===== src/sv/odp_pkg.sv =====
// ----------------------------------------------------------------------------
// odp_pkg
// Types, constants and helpers shared by the ray optical depth block.
// ----------------------------------------------------------------------------
package odp_pkg;

	localparam int MESH_X_DEF = 64;
	localparam int MESH_Y_DEF = 64;
	localparam int MESH_Z_DEF = 64;

	localparam int ADDR_W = 18;
	localparam int STORE_DEPTH = 1 << ADDR_W;
	localparam int DENS_W = 32;
	localparam int FRAC_W = 17;
	localparam int COORD_W = 32;
	localparam int SIZE_W = 31;
	localparam int DEPTH_W = 48;
	localparam int CFG_IDX_W = 3;
	localparam int QUEUE_DEPTH = 2;
	localparam int DIV_CNT_W = 7;

	localparam logic [FRAC_W-1:0] FRAC_ONE = 17'h10000;
	localparam logic [63:0] T_ONE = 64'h0000_0001_0000_0000;
	localparam logic [63:0] T_CAP = 64'h8000_0000_0000_0000;
	localparam logic [DEPTH_W-1:0] DEPTH_MAX = '1;
	localparam logic [SIZE_W-1:0] CELL_SIZE_RESET = 31'd65536;

	localparam logic CMD_LOAD = 1'b0;
	localparam logic CMD_TRACE = 1'b1;

	typedef enum logic [CFG_IDX_W-1:0] {
		REG_ORIGIN_X = 3'd0,
		REG_ORIGIN_Y = 3'd1,
		REG_ORIGIN_Z = 3'd2,
		REG_CELL_SIZE_X = 3'd3,
		REG_CELL_SIZE_Y = 3'd4,
		REG_CELL_SIZE_Z = 3'd5
	} cfg_reg_t;

	typedef struct packed {
		logic [2:0][COORD_W-1:0] origin;
		logic [2:0][SIZE_W-1:0] cell_size;
	} cfg_t;

	typedef struct packed {
		logic is_trace;
		logic [ADDR_W-1:0] cell_index;
		logic [DENS_W-1:0] density;
		logic [FRAC_W-1:0] fraction;
		logic [2:0][COORD_W-1:0] start_pos;
		logic [2:0][COORD_W-1:0] end_pos;
	} item_t;

	typedef struct packed {
		logic start;
		logic [31:0] rem;
		logic [63:0] num;
		logic [31:0] den;
		logic [DIV_CNT_W-1:0] cnt;
	} div_req_t;

	typedef struct packed {
		logic done;
		logic [63:0] quo;
	} div_rsp_t;

	typedef enum logic [4:0] {
		ST_IDLE,
		ST_SU_PREP,
		ST_SU_IDXS,
		ST_SU_IDXE,
		ST_SQRT,
		ST_DIV,
		ST_CHECK,
		ST_ADDR1,
		ST_ADDR2,
		ST_READ,
		ST_NHI,
		ST_BND,
		ST_TPREP,
		ST_TSTORE,
		ST_STEP,
		ST_MUL,
		ST_MULEND,
		ST_OUT
	} back_state_t;

	function automatic logic [31:0] eff_size(logic [SIZE_W-1:0] c);
		return (c == '0) ? 32'd1 : {1'b0, c};
	endfunction

endpackage


===== src/sv/odp_if.sv =====
// ----------------------------------------------------------------------------
// odp_if
// Valid/ready channels for trace and load items and for optical depth results.
// ----------------------------------------------------------------------------
interface odp_in_if;
	logic valid;
	logic ready;
	logic command;
	logic [17:0] cell_index;
	logic [31:0] cell_density;
	logic [16:0] neutral_fraction;
	logic [31:0] start_x;
	logic [31:0] start_y;
	logic [31:0] start_z;
	logic [31:0] end_x;
	logic [31:0] end_y;
	logic [31:0] end_z;

	modport source (output valid, command, cell_index, cell_density, neutral_fraction,
		start_x, start_y, start_z, end_x, end_y, end_z, input ready);
	modport sink (input valid, command, cell_index, cell_density, neutral_fraction,
		start_x, start_y, start_z, end_x, end_y, end_z, output ready);
endinterface



===== src/sv/odp_front.sv =====
// ----------------------------------------------------------------------------
// odp_front
// Accepts items, tags them as load or trace, and holds them in a short queue.
// ----------------------------------------------------------------------------
module odp_front import odp_pkg::*; (
	input logic clk,
	input logic arst_n,
	odp_in_if.sink items,
	output logic q_valid,
	input logic q_ready,
	output item_t q_item
);

	localparam int QP_W = $clog2(QUEUE_DEPTH);

	item_t fifo_q [QUEUE_DEPTH];
	logic [QP_W-1:0] wr_ptr_q;
	logic [QP_W-1:0] rd_ptr_q;
	logic [QP_W:0] count_q;
	item_t in_item;
	logic push;
	logic pop;

	always_comb begin
		in_item.is_trace = (items.command == CMD_TRACE);
		in_item.cell_index = items.cell_index;
		in_item.density = items.cell_density;
		in_item.fraction = items.neutral_fraction;
		in_item.start_pos = {items.start_z, items.start_y, items.start_x};
		in_item.end_pos = {items.end_z, items.end_y, items.end_x};
	end

	assign items.ready = (count_q != (QP_W+1)'(QUEUE_DEPTH));
	assign push = items.valid && items.ready;
	assign q_valid = (count_q != '0);
	assign pop = q_valid && q_ready;
	assign q_item = fifo_q[rd_ptr_q];

	always_ff @(posedge clk or negedge arst_n) begin
		if (!arst_n) begin
			wr_ptr_q <= '0;
			rd_ptr_q <= '0;
			count_q <= '0;
		end else begin
			if (push) wr_ptr_q <= wr_ptr_q + 1'b1;
			if (pop) rd_ptr_q <= rd_ptr_q + 1'b1;
			if (push && !pop) count_q <= count_q + 1'b1;
			else if (pop && !push) count_q <= count_q - 1'b1;
		end
	end

	always_ff @(posedge clk) begin
		if (push) fifo_q[wr_ptr_q] <= in_item;
	end

endmodule


===== src/flat_wrapper.sv =====
// flat-port wrapper written by rule: the top's interface ports become plain ports
module odp_front_flat import odp_pkg::*;
  (clk, arst_n, q_valid, q_ready, q_item, items_valid, items_command, items_cell_index, items_cell_density, items_neutral_fraction, items_start_x, items_start_y, items_start_z, items_end_x, items_end_y, items_end_z, items_ready);
  odp_in_if items_i ();
  input logic clk;
  input logic arst_n;
  output logic q_valid;
  input logic q_ready;
  output item_t q_item;
  input wire logic [$bits(items_i.valid)-1:0] items_valid;
  input wire logic [$bits(items_i.command)-1:0] items_command;
  input wire logic [$bits(items_i.cell_index)-1:0] items_cell_index;
  input wire logic [$bits(items_i.cell_density)-1:0] items_cell_density;
  input wire logic [$bits(items_i.neutral_fraction)-1:0] items_neutral_fraction;
  input wire logic [$bits(items_i.start_x)-1:0] items_start_x;
  input wire logic [$bits(items_i.start_y)-1:0] items_start_y;
  input wire logic [$bits(items_i.start_z)-1:0] items_start_z;
  input wire logic [$bits(items_i.end_x)-1:0] items_end_x;
  input wire logic [$bits(items_i.end_y)-1:0] items_end_y;
  input wire logic [$bits(items_i.end_z)-1:0] items_end_z;
  output wire logic [$bits(items_i.ready)-1:0] items_ready;
  assign items_i.valid = items_valid;
  assign items_i.command = items_command;
  assign items_i.cell_index = items_cell_index;
  assign items_i.cell_density = items_cell_density;
  assign items_i.neutral_fraction = items_neutral_fraction;
  assign items_i.start_x = items_start_x;
  assign items_i.start_y = items_start_y;
  assign items_i.start_z = items_start_z;
  assign items_i.end_x = items_end_x;
  assign items_i.end_y = items_end_y;
  assign items_i.end_z = items_end_z;
  assign items_ready = items_i.ready;
  odp_front u_core (.clk(clk), .arst_n(arst_n), .items(items_i), .q_valid(q_valid), .q_ready(q_ready), .q_item(q_item));
endmodule

===== config.mk =====
export PLATFORM = sky130hd
export DESIGN_NAME = odp_front_flat
export DESIGN_NICKNAME = d
export VERILOG_FILES = /design/src/sv/odp_pkg.sv /design/src/sv/odp_if.sv /design/src/sv/odp_front.sv /design/src/flat_wrapper.sv
export SDC_FILE = /design/constraint.sdc
export NUM_CORES = 1
export LEC_CHECK = 0
export BUFFER_PORTS_ARGS = -buffer_cell sky130_fd_sc_hd__buf_2
export CORE_UTILIZATION = 30
export CTS_BUF_LIST = sky130_fd_sc_hd__clkbuf_8
export CTS_CLUSTER_SIZE = 28
export DETAILED_ROUTE_END_ITERATION = 10
export PLACE_DENSITY = 0.54
export SYNTH_ARGS = -nofsm -noshare
export SYNTH_HDL_FRONTEND = slang
export SYNTH_SLANG_ARGS = --single-unit

===== constraint.sdc =====
create_clock -name clk -period 17.6 [get_ports clk]
set_input_delay 2.64 -clock clk [delete_from_list [all_inputs] [get_ports clk]]
set_output_delay 2.64 -clock clk [all_outputs]
set_load 0.02 [all_outputs]

==> impl_metrics.csv <==
group,metric,value,unit
power,relative_contribution_of_combinational_cells_to_total_power,35.6,%
sta,timing.final.crit_share,36.19,%
synth,yosys.area.top_type_share,79.13,%
final_layout,flow.area_growth_from_synthesis,26.17,%
cts,clock_sink_count,524,
die,fp.dieArea,66800,um2
sta,grt_setup_unrepaired,"no",
synth,synth_top_area_cell,"sky130_fd_sc_hd__edfxtp_1",
final_layout,sequential_cell_area,15720,um2
hold_path,worstHoldPathCells,1,
sta,setup_violations,0,
final_layout,final_net_count,1692,
cts,cts_tree,"yes",
route,dr_total_vias,9892,
sta,worstMarginPinSlew,1.049,ns
worst_setup_path,crit_path_end_kind,"output port",
placed_design,gp_congestion,0.7936,
synth,instance_count_of_the_mapped_netlist,827,
power,vdd_ir_drop_max,0.1355,mV
worst_setup_path,worst-path-max-fanout,129,
synth,yosysSeqAreaShare,79.64,%
cts,worstSkewPairLatency,0.66,ns
sta,report.final.slew_viol_count,0,
worst_setup_path,sequence_of_cells_on_the_critical_path,"buf_12, buf_4, mux2_2, buf_2",
die,initial_util,30.50,%
final_layout,layout.filler_cells,6095,
hold_path,worst_hold_path.endpoint,"u_core.count_q[1]",
worst_setup_path,capture_point_of_the_worst_reg_to_reg_path,"u_core.fifo_q[0][141]",
sta,fmaxAchievable,0.1570,GHz
sta,fin_setup_tns,0,ns
route,drc_errors,0,
power,p_sw,1459,uW
global_route,largest_net_degree_at_the_start_of_global_routing,130,
sta,final-hold-violation-count,0,
sta,period_minus_slack,6.369,ns
cts,cts-hold-fix-buffers,0,
worst_setup_path,setup.worst_path.class,"reg2out",
synth,post_synth_num_cell_types,15,
route,viasPerCell,4.192,
die,die_w,258.5,um
final_layout,drive_above_1_share,60.36,%
die,std_cell_rows,93,
placed_design,io_buffer_count,525,
cts,ctsResizeCount,0,
synth,postSynthAreaPerCell,23.86,um2
global_route,global_route.usage.total,13.15,%
power,pwr-share-clk,22.8,%
synth,mappedNetlistNets,1092,
placed_design,detailedPlacementHpwl,30.94,mm
global_route,grt_first_pass_wirelength,65.88,mm
worst_setup_path,rrSetupSlack,14.14,ns
cts,ctsLongestPathBuffers,3,
cts,number_of_buffers_inserted_to_repair_setup_after_cts,0,
cts,cts_buffers,91,
final_layout,layout.cells.most_common,"sky130_fd_sc_hd__buf_2",
global_route,first_global_vias,10840,
power,swShare,33.86,%
final_layout,most-common-layout-cells,"525 x sky130_fd_sc_hd__buf_2, 520 x sky130_fd_sc_hd__edfxtp_1, 190 x sky130_fd_sc_hd__mux2_4",
synth,number_of_warnings_issued_by_yosys,0,
synth,post_synth_instance_area,19730,um2
route,antenna_left,0,
power,cellInternalPower,2851,uW
worst_setup_path,worstRegToRegCells,5,
worst_setup_path,cp_slowest_stage_delay,0.91,ns
hold_path,hold_path_startpoint,"u_core.count_q[1]",
die,fp.dieH,258.5,um
worst_setup_path,critical-path-slowest-cell,"sky130_fd_sc_hd__buf_4",
power,power_per_cell_area,173.1,nW/um2
worst_setup_path,startpoint_type,"register",
die,io_pins,526,
worst_setup_path,reg_to_reg_startpoint,"u_core.count_q[0]",
power,seqPwrFrac,41.7,%
route,drt_first_pass_iters,4,
global_route,grt_overflow_total,0,
sta,worst_clock_skew,0.03602,ns
global_route,initial_antenna_violation_count,13,
route,drt_wl_cell,19.12,um
synth,synth.area.top_cells,"sky130_fd_sc_hd__edfxtp_1 79%, sky130_fd_sc_hd__mux2_4 14%, sky130_fd_sc_hd__mux2_2 4.0%",
cts,clk_transition_reported_paths,0.06,ns
cts,htreeDepth,3,
route,drt-total-wl,45.11,mm
power,power.static_leakage,0.009820,uW
sta,slew_headroom,30.03,%
power,report.power.total,4310,uW
final_layout,area_of_the_multi_input_gates,3744,um2
route,dr.first_iter.drc_count,384,
worst_setup_path,cp.required,14.96,ns
worst_setup_path,cp.arrival,3.73,ns
cts,clock-root-buffer,"sky130_fd_sc_hd__clkbuf_8",
job,cap_viol_max_count,0,
hold_path,worst_hold_path_type,"reg2reg",
outcome,status,"complete, no violations",
die,core_region_area,64700,um2
synth,postSynthRegisterBits,524,
area by class of cell:
class	instances	share of cell area [%]
Sequential cell	524	63.13
Multi-Input combinational cell	273	15.04
Timing Repair Buffer	536	10.94
Clock buffer	93	5.141
Tap cell	855	4.297
Clock inverter	69	1.352
Antenna cell	9	0.09046
Inverter	1	0.01508
layer usage:
layer	GRT usage, %	up-vias	routed length, um
met5	0	-	39
met4	5.786	6	1275
met3	4.881	100	3192
met2	23.73	353	24250
met1	13.53	4895	16350
li1	-	4538	-
kinds of logic (layout without fill, tap and decap cells):
group                    Yosys count  in the layout  share of synthesized area, %
multiplexers                     260            260                         18.45
XOR/XNOR                           5              5                        0.2220
adder cells (fa/ha/maj)            1              1                       0.06340
buffers and inverters             30            699                         1.452
other                              0              9                             0
AND/OR/NAND/NOR                    7              7                        0.1713
flip-flops                       524            524                         79.64
power by group through the flow:
| stage | sequential, uW | clock (uW) | combinational [uW] |
|---|---|---|---|
| 2_1_floorplan | 1890 | 0 | 1130 |
| 3_3_place_gp | 1810 | 0 | 1550 |
| 3_5_place_dp | 1820 | 0 | 1560 |
| 4_1_cts | 1800 | 1020 | 1560 |
| 5_1_grt | 1820 | 1080 | 1620 |
| 6_report | 1800 | 981 | 1530 |
state kept, by name, indices dropped and copies added, names as in the netlist:
| register | count |
|---|---|
| u_core.fifo_q | 520 |
| u_core.rd_ptr_q | 1 |
| u_core.wr_ptr_q | 1 |
| u_core.count_q | 2 |
per-stage QoR:
stage | hold slack [ns] | utilization [%] | instances | instance area, um2 | worst slack [ns]
global route | 0.5446 | 38.48 | 2360 | 24900 | 10.95
global placement | 0.4751 | 35.95 | 2189 | 23260 | 11.88
floorplan | 0.4559 | - | 827 | 19730 | 3.210
detailed placement | 0.4790 | 35.95 | 2189 | 23260 | 11.84
CTS | 0.5099 | 38.45 | 2351 | 24880 | 11.04
finish | 0.5001 | 38.48 | 2360 | 24900 | 11.23
how the worst max path moves through the flow:
| stage | slack [ns] | endpoint | startpoint |
|---|---|---|---|
| 3_3_place_gp | 11.88 | q_item[17] | u_core.rd_ptr_q |
| 5_1_grt | 10.95 | q_item[16] | u_core.rd_ptr_q |
| 4_1_cts | 11.04 | q_item[16] | u_core.rd_ptr_q |
| 2_1_floorplan | 3.21 | u_core.fifo_q[0][0] | items_valid |
| 3_5_place_dp | 11.84 | q_item[16] | u_core.rd_ptr_q |
| 6_report | 11.23 | q_item[16] | u_core.rd_ptr_q |
cells in the mapped netlist:
| library cell | n |
|---|---|
| sky130_fd_sc_hd__mux2_4 | 190 |
| sky130_fd_sc_hd__buf_6 | 22 |
| sky130_fd_sc_hd__edfxtp_1 | 520 |
| sky130_fd_sc_hd__inv_1 | 1 |
| sky130_fd_sc_hd__mux2_2 | 70 |
| sky130_fd_sc_hd__xor2_1 | 2 |
| sky130_fd_sc_hd__nand2_1 | 2 |
| sky130_fd_sc_hd__buf_2 | 7 |
| sky130_fd_sc_hd__nor2_1 | 2 |
| sky130_fd_sc_hd__xnor2_1 | 3 |
| sky130_fd_sc_hd__nand2b_1 | 1 |
| sky130_fd_sc_hd__ha_1 | 1 |
| sky130_fd_sc_hd__dfrtp_1 | 4 |
| sky130_fd_sc_hd__or2_2 | 1 |
| sky130_fd_sc_hd__and3_1 | 1 |
critical path, delay by kind of cell (launching register included):
kind / cells / cell delay (ns)
DFF: 1 / 0.71
buffers and inverters: 3 / 1.78
muxes: 1 / 0.42
(Power assumes the default switching activity.)
